--- config.mk ---
export PLATFORM = sky130hd
export DESIGN_NAME = sweg_ctrl
export DESIGN_NICKNAME = d
export VERILOG_FILES = /design/src/hw/rtl/sweg_pkg.sv /design/src/hw/rtl/sweg_ctrl.sv
export SDC_FILE = /design/constraint.sdc
export NUM_CORES = 1
export LEC_CHECK = 0
export ABC_CLOCK_PERIOD_IN_PS = 4700
export BUFFER_PORTS_ARGS = -buffer_cell sky130_fd_sc_hd__buf_2
export CORE_MARGIN = 1.5
export CORE_UTILIZATION = 45
export CTS_CLUSTER_DIAMETER = 40
export CTS_CLUSTER_SIZE = 16
export DETAILED_ROUTE_END_ITERATION = 10
export GPL_ROUTABILITY_DRIVEN = 0
export PLACE_DENSITY = 0.66
export SLEW_MARGIN = 5
export SYNTH_ARGS = -nofsm -noshare
export SYNTH_HDL_FRONTEND = slang
export SYNTH_SLANG_ARGS = --single-unit
export TNS_END_PERCENT = 50
--- constraint.sdc ---
create_clock -name clk -period 4.7 [get_ports clk]
set_input_delay 0.47 -clock clk [delete_from_list [all_inputs] [get_ports clk]]
set_output_delay 0.47 -clock clk [all_outputs]
set_load 0.1 [all_outputs]
--- src/hw/rtl/sweg_pkg.sv ---
// Package for the sliding-window event guard: sizes, command codes,
// controller states, and the structs passed between the controller and the store.
// Depends on nothing; every other RTL file refers to it by scoped names.
package sweg_pkg;

  localparam int LOG_DEPTH = 1024;
  localparam int ADDR_W    = $clog2(LOG_DEPTH);
  localparam int CNT_W     = $clog2(LOG_DEPTH + 1);
  localparam int STAMP_W   = 32;
  localparam int WIN_W     = 16;
  localparam int OUT_CNT_W = 11;
  localparam int COUNT_MAX = 2047;

  localparam logic [1:0] CMD_RECORD = 2'd0;
  localparam logic [1:0] CMD_CHECK  = 2'd1;
  localparam logic [1:0] CMD_CLEAR  = 2'd2;

  localparam logic REG_WINDOW = 1'b0;
  localparam logic REG_LIMIT  = 1'b1;

  typedef enum logic [1:0] {
    ST_IDLE,
    ST_SCAN,
    ST_FINISH,
    ST_DONE
  } state_t;

  typedef struct packed {
    logic               rd_en;
    logic [ADDR_W-1:0]  rd_addr;
    logic               wr_en;
    logic [ADDR_W-1:0]  wr_addr;
    logic [STAMP_W-1:0] wr_data;
  } mem_req_t;

  typedef struct packed {
    logic                 valid;
    logic [OUT_CNT_W-1:0] count;
  } result_t;

  // Clamps an internal count to the width of the reported field.
  function automatic logic [OUT_CNT_W-1:0] sat_count(input logic [CNT_W-1:0] c);
    if (CNT_W > OUT_CNT_W && c > CNT_W'(COUNT_MAX)) begin
      return '1;
    end
    return OUT_CNT_W'(c);
  endfunction

endpackage

--- src/hw/rtl/sweg_ctrl.sv ---
// Sequencer that walks the log: reads each stamp, compacts in place on a record,
// appends the new stamp and produces the count. Depends on sweg_pkg.
module sweg_ctrl (
  input  logic                               clk,
  input  logic                               rst,
  input  logic                               start,
  input  logic [1:0]                         command,
  input  logic [sweg_pkg::STAMP_W-1:0]       now_time,
  input  logic [sweg_pkg::WIN_W-1:0]         window_length,
  input  logic                               res_take,
  input  logic [sweg_pkg::STAMP_W-1:0]       rd_data,
  output logic                               in_ready,
  output sweg_pkg::mem_req_t                 mem_req,
  output sweg_pkg::result_t                  result
);

  sweg_pkg::state_t state, state_next;

  logic [1:0]                     cmd;
  logic [sweg_pkg::STAMP_W-1:0]   now_stamp;
  logic [sweg_pkg::STAMP_W-1:0]   cutoff;
  logic [sweg_pkg::STAMP_W-1:0]   cutoff_next;
  logic [sweg_pkg::WIN_W-1:0]     win_eff;
  logic [sweg_pkg::CNT_W-1:0]     stored_count;
  logic [sweg_pkg::CNT_W-1:0]     rd_idx;
  logic [sweg_pkg::CNT_W-1:0]     k;
  logic [sweg_pkg::CNT_W-1:0]     res_count;
  logic                           rd_pend;
  logic                           is_record;
  logic                           keep;
  logic                           more;
  logic                           room;

  // A zero window behaves as one second; the cutoff saturates at zero.
  always_comb begin
    win_eff = (window_length == '0) ? sweg_pkg::WIN_W'(1) : window_length;
    if (now_time >= sweg_pkg::STAMP_W'(win_eff)) begin
      cutoff_next = now_time - sweg_pkg::STAMP_W'(win_eff);
    end else begin
      cutoff_next = '0;
    end
  end

  assign is_record = (cmd == sweg_pkg::CMD_RECORD);
  assign keep      = (rd_data >= cutoff);
  assign more      = (rd_idx < stored_count);
  assign room      = (k < sweg_pkg::CNT_W'(sweg_pkg::LOG_DEPTH));

  always_comb begin
    state_next = state;
    unique case (state)
      sweg_pkg::ST_IDLE: begin
        if (start) begin
          state_next = (command == sweg_pkg::CMD_CLEAR) ? sweg_pkg::ST_DONE
                                                        : sweg_pkg::ST_SCAN;
        end
      end
      sweg_pkg::ST_SCAN: begin
        if (!more && !rd_pend) begin
          state_next = sweg_pkg::ST_FINISH;
        end
      end
      sweg_pkg::ST_FINISH: begin
        state_next = sweg_pkg::ST_DONE;
      end
      sweg_pkg::ST_DONE: begin
        if (res_take) begin
          state_next = sweg_pkg::ST_IDLE;
        end
      end
      default: state_next = sweg_pkg::ST_IDLE;
    endcase
  end

  // The read runs one entry ahead of the write-back, and the write index never
  // passes the read index, so a write never lands on an entry still to be read.
  always_comb begin
    in_ready        = 1'b0;
    mem_req.rd_en   = 1'b0;
    mem_req.rd_addr = rd_idx[sweg_pkg::ADDR_W-1:0];
    mem_req.wr_en   = 1'b0;
    mem_req.wr_addr = k[sweg_pkg::ADDR_W-1:0];
    mem_req.wr_data = rd_data;
    result.valid    = 1'b0;
    result.count    = sweg_pkg::sat_count(res_count);
    unique case (state)
      sweg_pkg::ST_IDLE: begin
        in_ready = 1'b1;
      end
      sweg_pkg::ST_SCAN: begin
        mem_req.rd_en = more;
        mem_req.wr_en = rd_pend && keep && is_record;
      end
      sweg_pkg::ST_FINISH: begin
        mem_req.wr_en   = is_record && room;
        mem_req.wr_data = now_stamp;
      end
      sweg_pkg::ST_DONE: begin
        result.valid = 1'b1;
      end
      default: begin
      end
    endcase
  end

  always_ff @(posedge clk) begin
    if (rst) begin
      state        <= sweg_pkg::ST_IDLE;
      stored_count <= '0;
      rd_pend      <= 1'b0;
      rd_idx       <= '0;
      k            <= '0;
    end else begin
      state <= state_next;
      unique case (state)
        sweg_pkg::ST_IDLE: begin
          if (start) begin
            rd_idx  <= '0;
            k       <= '0;
            rd_pend <= 1'b0;
            if (command == sweg_pkg::CMD_CLEAR) begin
              stored_count <= '0;
            end
          end
        end
        sweg_pkg::ST_SCAN: begin
          rd_pend <= more;
          if (more) begin
            rd_idx <= rd_idx + 1'b1;
          end
          if (rd_pend && keep) begin
            k <= k + 1'b1;
          end
        end
        sweg_pkg::ST_FINISH: begin
          if (is_record) begin
            stored_count <= room ? k + 1'b1 : k;
          end
        end
        sweg_pkg::ST_DONE: begin
        end
        default: begin
        end
      endcase
    end
  end

  always_ff @(posedge clk) begin
    if (state == sweg_pkg::ST_IDLE && start) begin
      cmd       <= command;
      now_stamp <= now_time;
      cutoff    <= cutoff_next;
      res_count <= '0;
    end else if (state == sweg_pkg::ST_FINISH) begin
      res_count <= (is_record && room) ? k + 1'b1 : k;
    end
  end

endmodule

==> metrics.json <==
{
  "synthAdderAreaFrac_pct": 11.1,
  "initial_antenna_violation_count": 0,
  "synthesis.area_um2": 7530,
  "synth_compound_gate_area_share_pct": 15.9,
  "grt_pass1_wl_um": 29200,
  "antenna-diode-count": 0,
  "cts_root_buf": "sky130_fd_sc_hd__clkbuf_16",
  "port-buffer-count": 152,
  "drc_errors": 0,
  "fmaxAchievable_mhz": 297,
  "dieArea_um2": 17500,
  "tightestPinTransition_ps": 1040,
  "worstSetupEndpointType": "primary output",
  "grt_pass1_vias": 5851,
  "worst_slew_margin_rel_pct": 30.0,
  "area_growth_pct": 18.3,
  "synth_top_family_by_area": "simple AND/OR/NAND/NOR gates",
  "reg2regPathDepth": 6,
  "worstPathRequired_ps": 4230,
  "post-cts-setup-buffers": 0,
  "grt_max_degree": 51,
  "cellLeakagePower_nw": 3.84,
  "setup-violations-final": 0,
  "cts_tree": "done",
  "syn_avg_cell_area_um2": 9.25,
  "mostFrequentLayoutCells": "152 x sky130_fd_sc_hd__buf_2, 81 x sky130_fd_sc_hd__inv_1, 77 x sky130_fd_sc_hd__nor2_1",
  "outcome": "complete, no violations",
  "cts-buffers-inserted": 17,
  "drt-total-wl_um": 18000,
  "route.vias.total": 6260,
  "power_per_cell_area_nw_per_um2": 553,
  "rows": 47,
  "synth_mux_area_share_pct": 6.23,
  "count_of_fill_cells_added_during_filler_insertion": 1531,
  "syn-num-nets": 966,
  "critPathKind": "reg -> out",
  "skew_ps": 7.91,
  "synthesis.yosys.warnings": 0,
  "final_antenna_net_count": 0,
  "min_delay_path_depth": 1,
  "place.detailed.hpwl_um": 13500,
  "final-max-slew-violation-count": 0,
  "timing.critical_path.arrival_ps": 2900,
  "timing.critical_path.from_type": "register",
  "worst_slack_ps": 1330,
  "critical_path.max_fanout": 4,
  "synth_flop_cell": "sky130_fd_sc_hd__edfxtp_1",
  "clk_latency_worst_skew_pair_ps": 420,
  "synth_edf_count": 66,
  "fp.dieW_um": 132,
  "synth_xor_xnor_area_share_pct": 2.91,
  "tns_ps": 0,
  "initial_core_util_pct": 45.7,
  "cp_slowest_cell": "sky130_fd_sc_hd__buf_2",
  "hold_path.class": "in -> reg",
  "layout_commonest_cell": "sky130_fd_sc_hd__buf_2",
  "chipHeight_um": 132,
  "i_o_pins": 153,
  "max_stage_delay_ps": 430,
  "setup_slack_on_the_worst_flop_to_flop_path_ps": 1840,
  "clkSinkCount": 113,
  "routed_via_density": 5.36,
  "timing.max_cap.violations": 0,
  "report.final.hold_viol_count": 0,
  "finalCriticalPeriod_ps": 3370,
  "drt-pass1-iter-count": 5,
  "gr-usage-all-layers_pct": 20.9,
  "cts_max_path_buffers": 2,
  "post_cts.resized_instances": 0,
  "coreArea_um2": 16500,
  "timing.final.crit_share_pct": 71.7,
  "clock_slew_seen_by_the_registers_of_the_worst_setup_and_hold_paths_ps": 60,
  "htree_num_levels": 4,
  "synthCells": 814,
  "critical_path.cell_chain": "inv_1 > ha_1 > nand4_1 > nor4_2 > a22oi_1 > o211ai_1 > a21oi_1 > o22ai_1 > and3_1 > buf_2",
  "seq_area_um2": 2920,
  "drtIter0Drc": 342,
  "pre_cts_ws_ps": 1030,
  "globalRoute.totalOverflow": 0,
  "postCtsHoldBufs": 0,
  "area_of_combinational_cells_with_multiple_inputs_um2": 4020,
  "rsz0062_at_grt": "false",
  "synth.lib_cells_used.distinct": 67,
  "num-nets-final": 1089,
  "routedWlPerCell_um": 15.4,
  "worst_ir_drop_vdd_mv": 0.368,
  "synth_sequential_area_ratio_pct": 38.8,
  "async_flop_share_pct": 0,
  "drive_gt1_share_pct": 25.5,
  "post_synthesis_share_of_cell_area_spent_on_and_or_nand_and_nor_gates_pct": 17.2,
  "ys_seq_elements": 113
}
[cell type report]
type | count | area share (%)
Clock buffer | 18 | 4.82
Clock inverter | 13 | 1.90
Inverter | 82 | 3.46
Multi-Input combinational cell | 568 | 45.1
Sequential cell | 113 | 32.8
Tap cell | 220 | 3.09
Timing Repair Buffer | 155 | 8.80
[sequential cells by signal, indices dropped and copies added, names as in the netlist]
register      count
cutoff           32
now_stamp        32
k                11
rd_idx           11
res_count        11
stored_count     11
cmd               2
state             2
rd_pend           1
[synthesized netlist by cell type (3+ instances only)]
cell type                   instances  area [µm²]
sky130_fd_sc_hd__dfxtp_1           47         941
sky130_fd_sc_hd__nand4_1            6        37.5
sky130_fd_sc_hd__nor4_1             7        43.8
sky130_fd_sc_hd__o21a_1             6        45.0
sky130_fd_sc_hd__nand2b_1           5        31.3
sky130_fd_sc_hd__and3_1             9        56.3
sky130_fd_sc_hd__a22oi_1           11        82.6
sky130_fd_sc_hd__nand2_1           53         199
sky130_fd_sc_hd__o211ai_1           5        37.5
sky130_fd_sc_hd__clkbuf_1          23        86.3
sky130_fd_sc_hd__ha_1              65         813
sky130_fd_sc_hd__edfxtp_1          66        1980
sky130_fd_sc_hd__or3_1             15        93.8
sky130_fd_sc_hd__o41ai_1            3        26.3
sky130_fd_sc_hd__a21o_1            18         135
sky130_fd_sc_hd__nor2b_1            8        50.1
sky130_fd_sc_hd__o2111ai_1          3        26.3
sky130_fd_sc_hd__xnor2_1           12         105
sky130_fd_sc_hd__xor2_1            13         114
sky130_fd_sc_hd__o31ai_1            5        37.5
sky130_fd_sc_hd__nand3_1           26         130
sky130_fd_sc_hd__or2_2              5        31.3
sky130_fd_sc_hd__and2_1             7        43.8
sky130_fd_sc_hd__buf_4             20         150
sky130_fd_sc_hd__inv_1             82         308
sky130_fd_sc_hd__mux2_2            39         439
sky130_fd_sc_hd__buf_2              4        20.0
sky130_fd_sc_hd__or4_1              5        37.5
sky130_fd_sc_hd__a211oi_1          11        82.6
sky130_fd_sc_hd__nor2_1            77         289
sky130_fd_sc_hd__a311oi_1           8        70.1
sky130_fd_sc_hd__o21ai_0           33         165
sky130_fd_sc_hd__nor3_1            18        90.1
sky130_fd_sc_hd__mux2i_1            3        30.0
sky130_fd_sc_hd__a21oi_1           55         275
[cell families (layout without fill, tap and decap cells)]
kind of cell,count (synthesis),count (layout)
flops,113,113
xor+xnor,25,25
fa+ha+maj,66,66
compound gates,177,177
simple gates,258,258
mux,42,42
buf+inv,133,268
[metrics by stage]
| step | area (µm²) | std cells | hold WS (ps) | total power, W | utilization [%] |
|---|---|---|---|---|---|
| 2_1_floorplan | 7530 | 814 | 427 | 0.00322 | - |
| 3_3_place_gp | 8310 | 1138 | 438 | 0.00360 | 50.4 |
| 3_5_place_dp | 8310 | 1138 | 450 | 0.00362 | 50.4 |
| 4_1_cts | 8900 | 1169 | 226 | 0.00495 | 54.1 |
| 5_1_grt | 8900 | 1169 | 230 | 0.00515 | 54.1 |
| 6_report | 8900 | 1169 | 235 | 0.00493 | 54.1 |
[routing by layer]
metal	up-vias	track usage (%)	routed length [µm]
met4	0	8.06	368
met5	-	0	0
li1	3165	-	-
met1	2899	26.9	8190
met2	166	34.7	8560
met3	30	4.23	855
[power by group]
part           internal, W  switching (W)
combinational     0.000492        0.00175
sequential         0.00128      0.0000627
clock             0.000874       0.000460
[critical path: cells and delay by family, from the launching register on]
kind / cells / cell delay (ps)
DFF: 1 / 350
AOI/OAI and AO/OA: 4 / 530
adders and majority gates: 1 / 310
and+or+nand+nor: 3 / 780
buffers and inverters: 2 / 490
[path summary, 6_finish.rpt]
path,from,to
worst max-delay path,cutoff[27]$_SDFFCE_PN0P_,mem_req[42]
worst min-delay path,command[1],cmd[1]$_DFFE_PP_
worst max register to register,state[1]$_SDFFE_PP0P_,k[8]$_SDFFE_PP0P_
worst min register to register,stored_count[2]$_SDFFE_PP0P_,stored_count[2]$_SDFFE_PP0P_
Power figures use the tool's default switching activity.
